==> src/hdl/indexed_heap_priority_queue_top_macros.svh <==
// assertion macros shared by the heap queue modules
`ifndef INDEXED_HEAP_PRIORITY_QUEUE_TOP_MACROS_SVH
`define INDEXED_HEAP_PRIORITY_QUEUE_TOP_MACROS_SVH

// property must hold at every clock edge outside reset
`define IHPQ_ASSERT(lbl, prop, msg) \
  lbl: assert property (@(posedge clk_i) disable iff (!rst_ni) prop) else $error(msg);

// expression must never be true outside reset
`define IHPQ_NEVER(lbl, expr, msg) \
  lbl: assert property (@(posedge clk_i) disable iff (!rst_ni) !(expr)) else $error(msg);

`endif

==> src/hdl/ihpq_pkg.sv <==
// package for the indexed heap queue: constants, codes and control structs
package ihpq_pkg;

  localparam int DEF_CAPACITY = 256;
  localparam int DEF_KEY_BITS = 32;
  localparam int HANDLE_W     = 8;
  localparam int NUM_HANDLES  = 256;
  localparam int OCC_W        = 9;
  localparam int OP_W         = 2;
  localparam int STATUS_W     = 3;

  typedef enum logic [OP_W-1:0] {
    OP_INSERT = 2'd0,
    OP_POP    = 2'd1,
    OP_REMOVE = 2'd2,
    OP_REKEY  = 2'd3
  } op_e;

  typedef enum logic [STATUS_W-1:0] {
    ST_OK      = 3'd0,
    ST_FULL    = 3'd1,
    ST_EMPTY   = 3'd2,
    ST_UNKNOWN = 3'd3,
    ST_DUP     = 3'd4
  } status_e;

  // slot memory read address select
  typedef enum logic [2:0] {
    RA_I      = 3'd0,
    RA_LAST   = 3'd1,
    RA_PARENT = 3'd2,
    RA_LEFT   = 3'd3,
    RA_RIGHT  = 3'd4
  } rd_sel_e;

  typedef struct packed {
    logic    latch_in;
    logic    ld_ins;
    logic    ld_pop;
    logic    ld_pos;
    logic    ld_rekey;
    logic    take_first;
    logic    ld_last;
    logic    dec_cnt;
    logic    up_move;
    logic    dn_left;
    logic    dn_move;
    logic    dn_right;
    logic    fin_write;
    logic    done;
    rd_sel_e rd_sel;
    status_e res;
  } cmd_t;

  typedef struct packed {
    logic full;
    logic empty;
    logic present;
    logic pos_bad;
    logic i_zero;
    logic i_last;
    logic left_in;
    logic right_in;
    logic rd_prec_mv;
    logic right_best;
    logic best_left;
    logic moved;
  } sts_t;

endpackage

==> src/hdl/ihpq_ctrl.sv <==
// heap controller: sequences lookup, take-out and sift steps for each beat
`include "indexed_heap_priority_queue_top_macros.svh"
module ihpq_ctrl import ihpq_pkg::*; (
  input  logic            clk_i,
  input  logic            rst_ni,
  input  logic            start,
  input  logic [OP_W-1:0] op_i,
  input  sts_t            sts_i,
  output logic            busy,
  output cmd_t            cmd_o
);

  typedef enum logic [13:0] {
    S_IDLE = 14'b00000000000001,
    S_INS  = 14'b00000000000010,
    S_POP  = 14'b00000000000100,
    S_LOOK = 14'b00000000001000,
    S_CHK  = 14'b00000000010000,
    S_TRD  = 14'b00000000100000,
    S_TRL  = 14'b00000001000000,
    S_TML  = 14'b00000010000000,
    S_UCHK = 14'b00000100000000,
    S_UCMP = 14'b00001000000000,
    S_DL   = 14'b00010000000000,
    S_DR   = 14'b00100000000000,
    S_DC   = 14'b01000000000000,
    S_FIN  = 14'b10000000000000
  } state_e;

  state_e state_q, state_d;
  op_e    op_q;
  logic   right_q, right_d;
  logic [4:0] i_src;

  always_comb begin
    state_d      = state_q;
    right_d      = right_q;
    cmd_o        = '0;
    cmd_o.rd_sel = RA_I;
    cmd_o.res    = ST_OK;
    case (state_q)
      S_IDLE: begin
        if (start) begin
          cmd_o.latch_in = 1'b1;
          case (op_e'(op_i))
            OP_INSERT: state_d = S_INS;
            OP_POP:    state_d = S_POP;
            default:   state_d = S_LOOK;
          endcase
        end
      end
      S_INS: begin
        if (sts_i.full) begin
          cmd_o.done = 1'b1;
          cmd_o.res  = ST_FULL;
          state_d    = S_IDLE;
        end else if (sts_i.present) begin
          cmd_o.done = 1'b1;
          cmd_o.res  = ST_DUP;
          state_d    = S_IDLE;
        end else begin
          cmd_o.ld_ins = 1'b1;
          state_d      = S_UCHK;
        end
      end
      S_POP: begin
        if (sts_i.empty) begin
          cmd_o.done = 1'b1;
          cmd_o.res  = ST_EMPTY;
          state_d    = S_IDLE;
        end else begin
          cmd_o.ld_pop = 1'b1;
          state_d      = S_TRD;
        end
      end
      S_LOOK: state_d = S_CHK;
      S_CHK: begin
        if (sts_i.pos_bad) begin
          cmd_o.done = 1'b1;
          cmd_o.res  = ST_UNKNOWN;
          state_d    = S_IDLE;
        end else if (op_q == OP_REMOVE) begin
          cmd_o.ld_pos = 1'b1;
          state_d      = S_TRD;
        end else begin
          cmd_o.ld_pos   = 1'b1;
          cmd_o.ld_rekey = 1'b1;
          state_d        = S_UCHK;
        end
      end
      S_TRD: state_d = S_TRL;
      S_TRL: begin
        cmd_o.take_first = 1'b1;
        if (sts_i.i_last) begin
          cmd_o.dec_cnt = 1'b1;
          cmd_o.done    = 1'b1;
          state_d       = S_IDLE;
        end else begin
          cmd_o.rd_sel = RA_LAST;
          state_d      = S_TML;
        end
      end
      S_TML: begin
        cmd_o.ld_last = 1'b1;
        cmd_o.dec_cnt = 1'b1;
        state_d       = S_UCHK;
      end
      S_UCHK: begin
        if (sts_i.i_zero) begin
          state_d = sts_i.moved ? S_FIN : S_DL;
        end else begin
          cmd_o.rd_sel = RA_PARENT;
          state_d      = S_UCMP;
        end
      end
      S_UCMP: begin
        // equal keys still move up
        if (sts_i.rd_prec_mv) begin
          state_d = sts_i.moved ? S_FIN : S_DL;
        end else begin
          cmd_o.up_move = 1'b1;
          state_d       = S_UCHK;
        end
      end
      S_DL: begin
        if (sts_i.left_in) begin
          cmd_o.rd_sel = RA_LEFT;
          state_d      = S_DR;
        end else begin
          state_d = S_FIN;
        end
      end
      S_DR: begin
        cmd_o.dn_left = 1'b1;
        right_d       = sts_i.right_in;
        if (sts_i.right_in) begin
          cmd_o.rd_sel = RA_RIGHT;
        end
        state_d = S_DC;
      end
      S_DC: begin
        if (right_q && sts_i.right_best) begin
          cmd_o.dn_move  = 1'b1;
          cmd_o.dn_right = 1'b1;
          state_d        = S_DL;
        end else if (sts_i.best_left) begin
          cmd_o.dn_move = 1'b1;
          state_d       = S_DL;
        end else begin
          state_d = S_FIN;
        end
      end
      S_FIN: begin
        cmd_o.fin_write = 1'b1;
        cmd_o.done      = 1'b1;
        state_d         = S_IDLE;
      end
      default: state_d = S_IDLE;
    endcase
  end

  always_ff @(posedge clk_i or negedge rst_ni) begin
    if (!rst_ni) begin
      state_q <= S_IDLE;
      right_q <= 1'b0;
    end else begin
      state_q <= state_d;
      right_q <= right_d;
    end
  end

  always_ff @(posedge clk_i) begin
    if (cmd_o.latch_in) begin
      op_q <= op_e'(op_i);
    end
  end

  assign busy  = state_q != S_IDLE;
  assign i_src = {cmd_o.ld_ins, cmd_o.ld_pop, cmd_o.ld_pos, cmd_o.up_move, cmd_o.dn_move};

  `IHPQ_ASSERT(a_accept_busy, start && !busy |=> busy, "accepted beat did not raise busy")
  `IHPQ_ASSERT(a_done_idle, cmd_o.done |=> state_q == S_IDLE, "result issued mid-operation")
  `IHPQ_ASSERT(a_one_index_src, $onehot0(i_src), "slot index loaded from two sources")

endmodule

==> config.mk <==
export PLATFORM = sky130hd
export DESIGN_NAME = ihpq_ctrl
export DESIGN_NICKNAME = d
export VERILOG_FILES = /design/src/hdl/ihpq_pkg.sv /design/src/hdl/ihpq_ctrl.sv
export VERILOG_INCLUDE_DIRS = /design/src /design/src/hdl
export SDC_FILE = /design/constraint.sdc
export NUM_CORES = 1
export LEC_CHECK = 0
export ABC_AREA = 1
export BUFFER_PORTS_ARGS = -buffer_cell sky130_fd_sc_hd__clkbuf_2
export CAP_MARGIN = 20
export CORE_MARGIN = 2
export CORE_UTILIZATION = 25
export DETAILED_ROUTE_END_ITERATION = 16
export PLACE_DENSITY_LB_ADDON = 0.12
export SYNTH_ARGS = -nofsm -noshare
export SYNTH_HDL_FRONTEND = slang
export SYNTH_SLANG_ARGS = --single-unit
export TNS_END_PERCENT = 20
==> constraint.sdc <==
create_clock -name clk_i -period 1.5 [get_ports clk_i]
set_input_delay 0.075 -clock clk_i [delete_from_list [all_inputs] [get_ports clk_i]]
set_output_delay 0.075 -clock clk_i [all_outputs]
set_load 0.03 [all_outputs]
* Yosys cells after proc, flatten, opt, wreduce, memory -nomap -nowiden
Cells that the tools add are included.
** Storage, ports and cells
- Flip-flop bits (word level) :: 17
- Input port bits :: 17
** Cells by class
- Equal/unequal tests :: 18
- Mux-type cells :: 52
- Reduce and logical (&&, ||, !) cells :: 2
** Operators with widths (number)
- $pmux W14 S13 :: 1
- $mux W14 :: 8
- $mux W9 :: 3
- $mux W1 :: 23
- $eq A14 B1 Y1 const B :: 1
- $eq A14 B10 Y1 const B :: 1
- $eq A14 B11 Y1 const B :: 1
- $eq A14 B12 Y1 const B :: 1
- $eq A14 B13 Y1 const B :: 1
- $eq A14 B14 Y1 const B :: 1
- $eq A14 B2 Y1 const B :: 1
- $eq A14 B3 Y1 const B :: 1
- $eq A14 B4 Y1 const B :: 1
- $eq A14 B5 Y1 const B :: 1
- $eq A14 B6 Y1 const B :: 1
- $eq A14 B7 Y1 const B :: 1
- $eq A14 B8 Y1 const B :: 1
- $eq A14 B9 Y1 const B :: 1
- $mux W2 :: 7
- $ne A14 B1 Y1 const B :: 1
- $pmux W3 S4 :: 1
- $mux W3 :: 3
- $pmux W3 S3 :: 1
- $mux W8 :: 1
- other kinds (9) :: 9

* Logic depth before layout (Yosys ltp)
Gate-level depths: netlist (run 1).
- Word-level depth :: 4
- Mapped depth :: 11
- Depth with buffers taken out :: 11

* Worst setup path after synthesis (run 1)
No wires, ideal clock.
- Kind :: reg2reg
- Start :: register state_q[0]
- End :: register op_q[0], enable pin
- Library setup time :: 360 ps
- Arrival time :: 1383 ps
- Path slack :: -243 ps
- Cell stages (with the launch flop) :: 7
- Path buffers :: 0
- Period minus slack after synthesis :: 1743 ps
- Path through :: dfstp_2 > inv_1 > nor2_1 > nand2_1 > nor2_1 > nand2_2 > nor2_2
** RTL lines
- start: declaration :: RTL line ihpq_ctrl.sv:30 : state_e state_q, state_d;
- start signal: assignment :: RTL line ihpq_ctrl.sv:167 : state_q <= state_d;
- end signal: assignment :: RTL line ihpq_ctrl.sv:174 : op_q <= op_e'(op_i);
- end: declaration :: RTL line ihpq_ctrl.sv:31 : op_e op_q;

==> results of run 1 <==
metrics by stage:
step | instance area, µm² | setup slack (ns) | setup TNS, ns | utilization, % | std cells
6_report | 1870 | -0.255 | -3.97 | 42.5 | 280
5_1_grt | 1870 | -0.345 | -6.68 | 42.5 | 280
4_1_cts | 1730 | -0.297 | -4.88 | 39.3 | 277
3_5_place_dp | 1530 | -0.0541 | -0.0541 | 34.6 | 267
3_3_place_gp | 1530 | -0.0859 | -0.184 | 34.6 | 267
2_1_floorplan | 1170 | -0.132 | -0.754 | - | 163
synth_stat cells, types with 2 or more instances:
master / instances
nor2_2: 5
nor3_1: 4
nand2_1: 29
dfrtp_1: 14
edfxtp_1: 2
inv_2: 3
inv_1: 29
nand3_1: 11
nor2_4: 5
nor2_1: 30
nand2_2: 7
o21ai_0: 8
kinds of logic after synthesis:
| family | share of synthesized area [%] |
|---|---|
| AO/OA/AOI/OAI | 8.32 |
| flip-flops | 37.7 |
| buffers and inverters | 11.3 |
| AND/OR/NAND/NOR | 42.7 |
power by group through the flow:
stage	registers, W	clock network (W)	logic (W)
finish	0.000554	0.000359	0.000870
global route	0.000559	0.000387	0.000938
CTS	0.000555	0.000370	0.000755
floorplan	0.000562	0	0.000450
detailed placement	0.000563	0	0.000688
global placement	0.000564	0	0.000701
worst max-delay path by stage:
stage	end	startpoint
after floorplan	cmd_o[3]	state_q[11]
after global placement	cmd_o[6]	state_q[11]
after detailed placement	cmd_o[6]	state_q[11]
after CTS	cmd_o[6]	state_q[10]
after global routing	cmd_o[6]	state_q[11]
final	cmd_o[14]	state_q[11]
timing repair:
item / in CTS / in global routing
hold buffers: 3 / 0
buffers inserted: 3 / 3
gates resized for setup: 34 / 45
endpoints found under the hold margin: 16 / 0
setup endpoints to repair: 24 / 31
pin swaps: 5 / 14
flip-flops by register name, summed over array words and instances, names as in the netlist:
| signal | cells |
|---|---|
| op_q | 2 |
| right_q | 1 |
| state_q | 14 |
critical path: stages, from the launching register on:
cell	delay, ns
dfrtp_1	0.41
nor2_2	0.16
nand2_2	0.11
nor2_8	0.20
nand2_4	0.09
inv_4	0.06
buf_4	0.09
buf_4	0.09
buf_4	0.09
buf_6	0.11
area by class of cell:
class                      instances  area share, %
clock buffer                       4           2.40
inverter                          32           6.54
multi-input combinational        113           37.5
sequential                        17           23.3
tap                               52           3.47
timing repair buffer              62           26.8
per-layer routing:
metal	wire length, µm	GRT usage, %
met5	0	0
met4	55	5.66
met3	114	1.81
met2	1380	18.7
met1	1540	17.9
cell usage in the layout (no fill, tap or decap), types with 9 or more instances in the layout:
cell type	synthesis	layout
clkbuf_2	0	17
buf_4	0	24
nand2_4	1	9
dfrtp_1	14	14
buf_6	1	10
nand3_1	11	11
inv_1	29	27
nor2_4	5	9
nand2_1	29	22
nor2_1	30	22
nor2_2	5	9
==> results.md, run 1 <==
- Vias per cell: 4.34
- Post-route ant nets: 0
- Min setup slack post-route: -0.255 ns
- Largest cells by area after synthesis: dfrtp_1, nor2_1, inv_1
- Part of the Yosys area used for sequential elements: 37.7%
- RR Startpoint: state_q[11]
- Post-DR wirelength/cell: 11.0 µm
- Global-route total usage across every layer: 12.5%
- Startpoint types: register
- FF/Latch Area: 437 µm²
- Psw: 0.000671 W
- Max-slew violation total from the final report: 0
- Via count: 1214
- Yosys top cell area share: 30.2%
- Status: finished with violations
- CTS Buf Count: 3
- R2R setup slack: -0.07 ns
- Max-Cap Viols: 0
- Wire length of the first global-routing pass: 4970 µm
- Max Buffers Root-to-Sink: 2
- Syn. warnings: 0
- Cells after synthesis: 163
- Area of the mapped netlist: 1160 µm²
- Total Routed Length: 3090 µm
- Clk_skew: 0.00580 ns
- Power, Total: 0.00178 W
- Iter 0 DRT Violations: 19
- Worst Setup End Kind: output port
- Port Buffers: 37
- CTS Sinks: 17
- Ys flop type: dfrtp_1
- Die area: 5190 µm²
- Seq cells post-synth: 17
- DRT Pass-1 Iters: 4
- Ant diodes: 0
- PD cells: 951 nW/µm²
- Failing checks: negative setup slack
- Hpwl dp: 2450 µm
- Reg2Reg Depth: 7
- DRC viols: 0
- Clock latency on the worst-skew pair: 0.26 ns
- GR Overflow Total: 0
- Post-synth EDFFs: 2
- Share of cells above drive strength 1: 47.8%
- Part of the power in registers: 31.1%
- Die X: 72.1 µm
- FFs w/ async S/R, synth: 88.2%
- Max_slew headroom: 72.3%
- Max IR drop VDD: 647 µV
- Fin crit share: 117%
- Sw frac: 37.6%
- Yosys cell types: 28
- Final setup fails: 25
- TritonCTS clock tree: done
- Clock share of power: 20.1%
- P_int: 0.00111 W
- Core region area: 4410 µm²
- HP Start: op_i[0]
- Starting density of the core: 26.2%
- Clk root buf: clkbuf_8
- CP Class: reg2out
- # fillers: 470
- Initial antenna violation count: 0
- Dominant cell type by area after synthesis: dfrtp_1
- Logic pwr share: 48.8%
- Hold Crit Class: in2reg
- H-Tree Depth: 1
- Hold slack: 0.00465 ns
- Lkg Pwr: 1.06 nW
- Ports: 38
- Post-synthesis net count: 180
- Final min period: 1.75 ns
- Final hold violations: 0
- F_max: 570 MHz
- CP required: 1.42 ns
- Die height: 72.1 µm
- Final net count: 246
- Hold Path Stages: 2
- Mean area per synthesized cell: 7.11 µm²
- Synthesis-to-finish area growth: 61.8%
- Vias in the first global route: 1117
- RSZ-0062 raised after global routing: yes
- Largest net degree at the start of global routing: 16
- Placer Congestion: 0.732
- Area of the multi-input gates: 703 µm²
- Actual transition at the worst max-transition pin: 0.416 ns
- Worst reg2reg endpoint: op_q[0]
- Arrival time at the worst endpoint: 1.68 ns
- # rows: 24
- Reg clk slew, reported paths: 0.07 ns
- Crit Path Max Fanout: 8
- Worst hold path endpoint: state_q[1]
Note: power is estimated with default switching activity, not from simulation.
==> run 2, diff against run 1 <==
--- a/config.mk
+++ b/config.mk
@@ -10,7 +10,7 @@
 export BUFFER_PORTS_ARGS = -buffer_cell sky130_fd_sc_hd__clkbuf_2
 export CAP_MARGIN = 20
 export CORE_MARGIN = 2
-export CORE_UTILIZATION = 25
+export CORE_UTILIZATION = 50
 export DETAILED_ROUTE_END_ITERATION = 16
 export PLACE_DENSITY_LB_ADDON = 0.12
 export SYNTH_ARGS = -nofsm -noshare
==> run 2 against run 1 <==
The run still ends with negative setup slack left. Die area is 48% lower. Fmax fell by 2.2%. Sequential power barely moved. Largest cell class unchanged.
==> results.md, run 2 (synthesized netlist as in run 1, its figures left out) <==
- Clock latency on the worst-skew pair: 0.29 ns (+0.03 ns)
- Arrival time at the worst endpoint: 1.72 ns (+0.04 ns)
- CP Class: reg2out
- Largest net degree at the start of global routing: 16 (unchanged)
- Vias in the first global route: 1203 (+7.7%)
- CP required: 1.42 ns (about the same)
- Port Buffers: 37 (unchanged)
- Cell area after layout: 1780 µm² (-4.9%)
- F_max: 557 MHz (-2.2%)
- CTS Sinks: 17 (unchanged)
- CTS Buf Count: 3 (unchanged)
- Max-slew violation total from the final report: 0 (unchanged)
- Die area: 2720 µm² (-48%)
- Wire length of the first global-routing pass: 5040 µm (+1.4%)
- Lkg Pwr: 1.02 nW (-4.4%)
- Hold slack: 0.0460 ns (+0.0414 ns)
- GR Overflow Total: 0 (unchanged)
- Ports: 38 (unchanged)
- Placed cell area: 1480 µm² (-3.0%)
- Failing checks: negative setup slack
- Area of the multi-input gates: 643 µm² (-8.5%)
- Placer Congestion: 0.859 (+17%)
- Most frequent cells in the layout: inv_1, nand2_1, nor2_1
- Startpoint types: register
- Final net count: 249 (+1.2%)
- Status: finished with violations
- Post-route ant nets: 0 (unchanged)
- Global-route total usage across every layer: 25.4% (+13 points)
- PD cells: 879 nW/µm² (-7.6%)
- H-Tree Depth: 1 (unchanged)
- Reg clk slew, reported paths: 0.10 ns (+0.03 ns)
- Max Buffers Root-to-Sink: 2 (unchanged)
- Initial antenna violation count: 0 (unchanged)
- Post-DR wirelength/cell: 12.0 µm (+9.1%)
- Min setup slack post-route: -0.294 ns (-0.0397 ns)
- Max_slew headroom: 72.9% (+0.65 points)
- Max IR drop VDD: 963 µV (+49%)
- Share of cells above drive strength 1: 44.6% (-3.2 points)
- Final min period: 1.79 ns (+0.0397 ns)
- Die height: 52.1 µm (-28%)
- RSZ-0062 raised after global routing: yes
- Starting density of the core: 52.9% (+27 points)
- Total Routed Length: 3110 µm (+0.87%)
- Vias per cell: 4.78 (+10%)
- Fin crit share: 120% (+2.6 points)
- Clk root buf: clkbuf_4
- # rows: 17 (-29%)
- Largest register FFs: 14 (unchanged)
- DRT Pass-1 Iters: 4 (unchanged)
- Clk_skew: 0.00134 ns (-0.00446 ns)
- Worst Setup End Kind: output port
- Top flop regs: state_q (14), op_q (2), right_q (1)
- Hold Crit Class: in2reg
- TritonCTS clock tree: done
- Final setup fails: 27 (+8.0%)
- Max-Cap Viols: 0 (unchanged)
- Hpwl dp: 2210 µm (-9.6%)
- Crit Path Max Fanout: 3 (-5)
- Iter 0 DRT Violations: 19 (unchanged)
- Ant diodes: 0 (unchanged)
- DRC viols: 0 (unchanged)
- Core Util, Final: 81.3% (+39 points)
- Die X: 52.1 µm (-28%)
- Via count: 1239 (+2.1%)
- Actual transition at the worst max-transition pin: 0.406 ns (-0.00978 ns)
- Final hold violations: 0 (unchanged)
- Synthesis-to-finish area growth: 53.8%
- # fillers: 166 (-65%)
- FF/Latch Area: 437 µm² (unchanged)
- Top reg by flops: state_q
- Core region area: 2190 µm² (-50%)
-- run 2: cell types whose count changed in the layout (fill, tap and decap cells not counted), moves of 2 or more --
cell | previous run | this run
nand2_1 | 22 | 27
nand2_4 | 9 | 1
clkbuf_4 | 3 | 13
buf_6 | 10 | 3
nand2_2 | 6 | 9
buf_4 | 24 | 22
nand3_1 | 11 | 9
nand3_2 | 0 | 2
buf_8 | 2 | 0
dlygate4sd3_1 | 3 | 7
-- run 2: where the power goes --
| group | switching, W | internal, W | total (W) |
|---|---|---|---|
| sequential | 0.0000351 | 0.000522 | 0.000557 |
| combinational | 0.000441 | 0.000323 | 0.000764 |
| clock | 0.000143 | 0.000103 | 0.000246 |
| total | 0.000619 | 0.000948 | 0.00157 |
-- run 2: per-stage QoR --
stage | total power [W] | setup TNS (ns) | setup slack, ns | std cells
after floorplan | 0.00101 | -0.754 | -0.132 | 163
after global placement | 0.00121 | -0.0204 | -0.0204 | 241
after detailed placement | 0.00123 | -0.0563 | -0.0225 | 241
after CTS | 0.00155 | -4.60 | -0.296 | 258
after global routing | 0.00167 | -7.56 | -0.441 | 259
final | 0.00157 | -4.64 | -0.294 | 259
-- run 2: path summary, 6_finish.rpt --
check | cells past startpoint | slack [ns] | endpoint | start
hold / removal | 3 | 0.05 | right_q | sts_i[4]
max in group asynchronous | 2 | 0.94 | state_q[0] | rst_ni
min in group asynchronous | 2 | 0.24 | state_q[6] | rst_ni
setup reg to reg | 7 | -0.10 | op_q[1] | state_q[4]
hold reg to reg | 2 | 0.54 | right_q | right_q
setup / recovery | 11 | -0.29 | cmd_o[6] | state_q[4]
-- run 2: worst max-delay path: stages, from the launching register on --
cell and delay, ns:
dfrtp_1 0.42, nor2_4 0.14, buf_4 0.12, nand2_1 0.06, nor2_2 0.10, nand2_2 0.07, inv_2 0.06, nand2_1 0.07
o21ai_1 0.09, nor2_2 0.07, nand2_1 0.07, clkbuf_8 0.16
-- run 2: area by class of cell --
cell class,count,share of cell area [%]
Inverter,32,6.74
Multi-Input combinational cell,113,36.1
Timing Repair Buffer,65,29.2
Clock buffer,4,1.47
Tap cell,28,1.97
Sequential cell,17,24.5
-- run 2: what timing repair did --
item | in CTS | in global routing
endpoints found under the hold margin | 21 | 1
hold buffers | 6 | 1
buffers inserted | 7 | 0
endpoints found under the setup margin | 24 | 29
pin swaps | 4 | 3
gates resized for setup | 34 | 16
-- run 2: routing by layer --
layer	track usage [%]	share of wire, %
met5	0	0
met4	8.55	1.1
met3	5.17	5.0
met2	43.2	50
met1	31.9	44
==> run 3, diff against run 2 <==
--- a/config.mk
+++ b/config.mk
@@ -10,7 +10,7 @@
 export BUFFER_PORTS_ARGS = -buffer_cell sky130_fd_sc_hd__clkbuf_2
 export CAP_MARGIN = 20
 export CORE_MARGIN = 2
-export CORE_UTILIZATION = 50
+export CORE_UTILIZATION = 32
 export DETAILED_ROUTE_END_ITERATION = 16
 export PLACE_DENSITY_LB_ADDON = 0.12
 export SYNTH_ARGS = -nofsm -noshare
==> run 3 against run 2 <==
The flow still finishes with violations (negative setup slack). Utilization fell by 21 points. Global-route usage fell by 6.8 points. Setup slack got worse by 0.066 ns. Clock skew rose by 0.0027 ns. Critical path type unchanged.
==> results.md, run 3 (synthesized netlist as in run 1, its figures left out) <==
- Status: finished with violations
- Failing checks: negative setup slack
- CTS Sinks: 17 (unchanged)
- CP Cell Sequence: nor2_4, nand2_4, buf_4, nor2_4, nand2_4, o21ai_4, nor2_2, nand2_2, buf_8
- Largest register FFs: 14 (unchanged)
- PD cells: 887 nW/µm² (+0.87%)
- Max IR drop VDD: 702 µV (-27%)
- Placed cell area: 1500 µm² (+1.5%)
- Crit-path slowest cell: dfstp_2
- H-Tree Depth: 1 (unchanged)
- Reg clk slew, reported paths: 0.12 ns (+0.02 ns)
- FF/Latch Area: 437 µm² (unchanged)
- TritonCTS clock tree: done
- Clk root buf: clkbuf_4
- Total Routed Length: 3560 µm (+14%)
- RR Startpoint: state_q[5]
- Die area: 4120 µm² (+51%)
- RSZ-0062 raised after global routing: yes
- Top flop regs: state_q (14), op_q (2), right_q (1)
- Worst Setup End Kind: output port
- Iter 0 DRT Violations: 59 (+40)
- Lkg Pwr: 1.11 nW (+9.3%)
- Max-Cap Viols: 0 (unchanged)
- Max layer used: met4
- Number of buffer and inverter stages on the critical path: 2 (-1)
- Wire length of the first global-routing pass: 5980 µm (+19%)
- Crit Path Max Fanout: 4 (+1)
- Most frequent cells in the layout: inv_1, buf_4, nand2_1
- Final min period: 1.86 ns (+0.0662 ns)
- Setup TNS: -5.34 ns (-0.695 ns)
- Core region area: 3420 µm² (+56%)
- Top reg by flops: state_q
- Fin crit share: 124% (+4.4 points)
- Hpwl dp: 2400 µm (+8.6%)
- Cell area after layout: 2070 µm² (+16%)
- Actual transition at the worst max-transition pin: 0.406 ns (-0.0000515 ns)
- CP Class: reg2out
- Post-route ant nets: 0 (unchanged)
- Max-slew violation total from the final report: 0 (unchanged)
- Die height: 64.2 µm (+23%)
- Clock latency on the worst-skew pair: 0.31 ns (+0.02 ns)
- Post-DR wirelength/cell: 12.4 µm (+3.3%)
- Startpoint types: register
- DRT Pass-1 Iters: 4 (unchanged)
- Ant diodes: 0 (unchanged)
- Hold Crit Class: in2reg
- Max_slew headroom: 72.9% (about the same)
- Final setup fails: 26 (-3.7%)
- Max Buffers Root-to-Sink: 2 (unchanged)
- WL met1: 1560 µm (+13%)
- Vias in the first global route: 1342 (+12%)
- # rows: 21 (+4)
- CTS Buf Count: 3 (unchanged)
- Share of cells above drive strength 1: 51.9% (+7.3 points)
- Clk_skew: 0.00403 ns (+0.00269 ns)
- CP peak stage delay: 0.57 ns (+0.15 ns)
- Arrival time at the worst endpoint: 1.79 ns (+0.07 ns)
- HP Start: sts_i[5]
- DRC viols: 0 (unchanged)
- Port Buffers: 37 (unchanged)
- Die X: 64.2 µm (+23%)
- # fillers: 291 (+75%)
- Synthesis-to-finish area growth: 78.3%
- Starting density of the core: 33.9% (-19 points)
- CP required: 1.42 ns (about the same)
- Met2 wire length: 1780 µm (+15%)
- F_max: 538 MHz (-3.6%)
- Placer Congestion: 0.805 (-6.2%)
- Post-place setup slack: -0.0254 ns (-0.00289 ns)
- Min setup slack post-route: -0.360 ns (-0.0662 ns)
- Met3 wire length: 165 µm (+5.1%)
- Vias per cell: 4.55 (-4.9%)
- Initial antenna violation count: 0 (unchanged)
- Final hold violations: 0 (unchanged)
- Via count: 1305 (+5.3%)
- GR Overflow Total: 0 (unchanged)
- Final net count: 259 (+4.0%)
- Worst setup path startpoint: state_q[0]
- Global-route total usage across every layer: 18.6% (-6.8 points)
- Crit-path leading delay family: flip-flops
- Ports: 38 (unchanged)
- Area of the multi-input gates: 782 µm² (+22%)
- Largest net degree at the start of global routing: 16 (unchanged)
==> run 3: worst min-delay path, stage by stage <==
cell	delay (ns)
clkbuf_2	0.09
nand3_2	0.09
inv_1	0.04
==> run 3: timing repair <==
item | 4_1_cts | 5_1_grt
pin swaps | 15 | 15
hold endpoints to repair | 25 | 0
gates cloned | 1 | 0
setup endpoints to repair | 26 | 31
buffers inserted | 9 | 7
gates resized for setup | 61 | 35
hold buffers | 7 | 0
==> run 3: final timing paths <==
| check | depth (start not counted) | to | slack (ns) |
|---|---|---|---|
| worst max register to register | 14 | state_q[0] | -0.20 |
| max in group asynchronous | 2 | state_q[0] | 0.96 |
| worst min-delay path | 3 | state_q[11] | 0.02 |
| worst min register to register | 2 | right_q | 0.56 |
| min in group asynchronous | 2 | state_q[4] | 0.21 |
| worst max-delay path | 9 | cmd_o[6] | -0.36 |
==> run 3: metal layers <==
metal,vias to the layer above,track usage [%]
met3,6,3.17
met5,-,0
met2,37,31.5
met1,602,23.1
li1,660,-
met4,0,8.24
==> run 3: area by class of cell <==
class / count / area share, %
well taps: 46 / 2.79
clock inverters: 1 / 0.242
inverters: 32 / 5.81
clock buffers: 3 / 1.09
multi-input cells: 114 / 37.9
flip-flops and latches: 17 / 21.1
repair buffers: 74 / 31.1
==> run 3: metrics by stage <==
stage / power, W / util (%) / hold WS, ns / cells
2_1_floorplan: 0.00101 / - / -0.221 / 163
3_3_place_gp: 0.00120 / 44.0 / 0.0259 / 259
3_5_place_dp: 0.00121 / 44.0 / 0.0253 / 259
4_1_cts: 0.00169 / 56.1 / 0.0242 / 280
5_1_grt: 0.00194 / 60.5 / 0.0278 / 287
6_report: 0.00183 / 60.5 / 0.0170 / 287
==> run 3: where the power goes <==
group	internal, W	switching, W
registers	0.000522	0.0000354
logic	0.000464	0.000536
clock network	0.0000999	0.000175
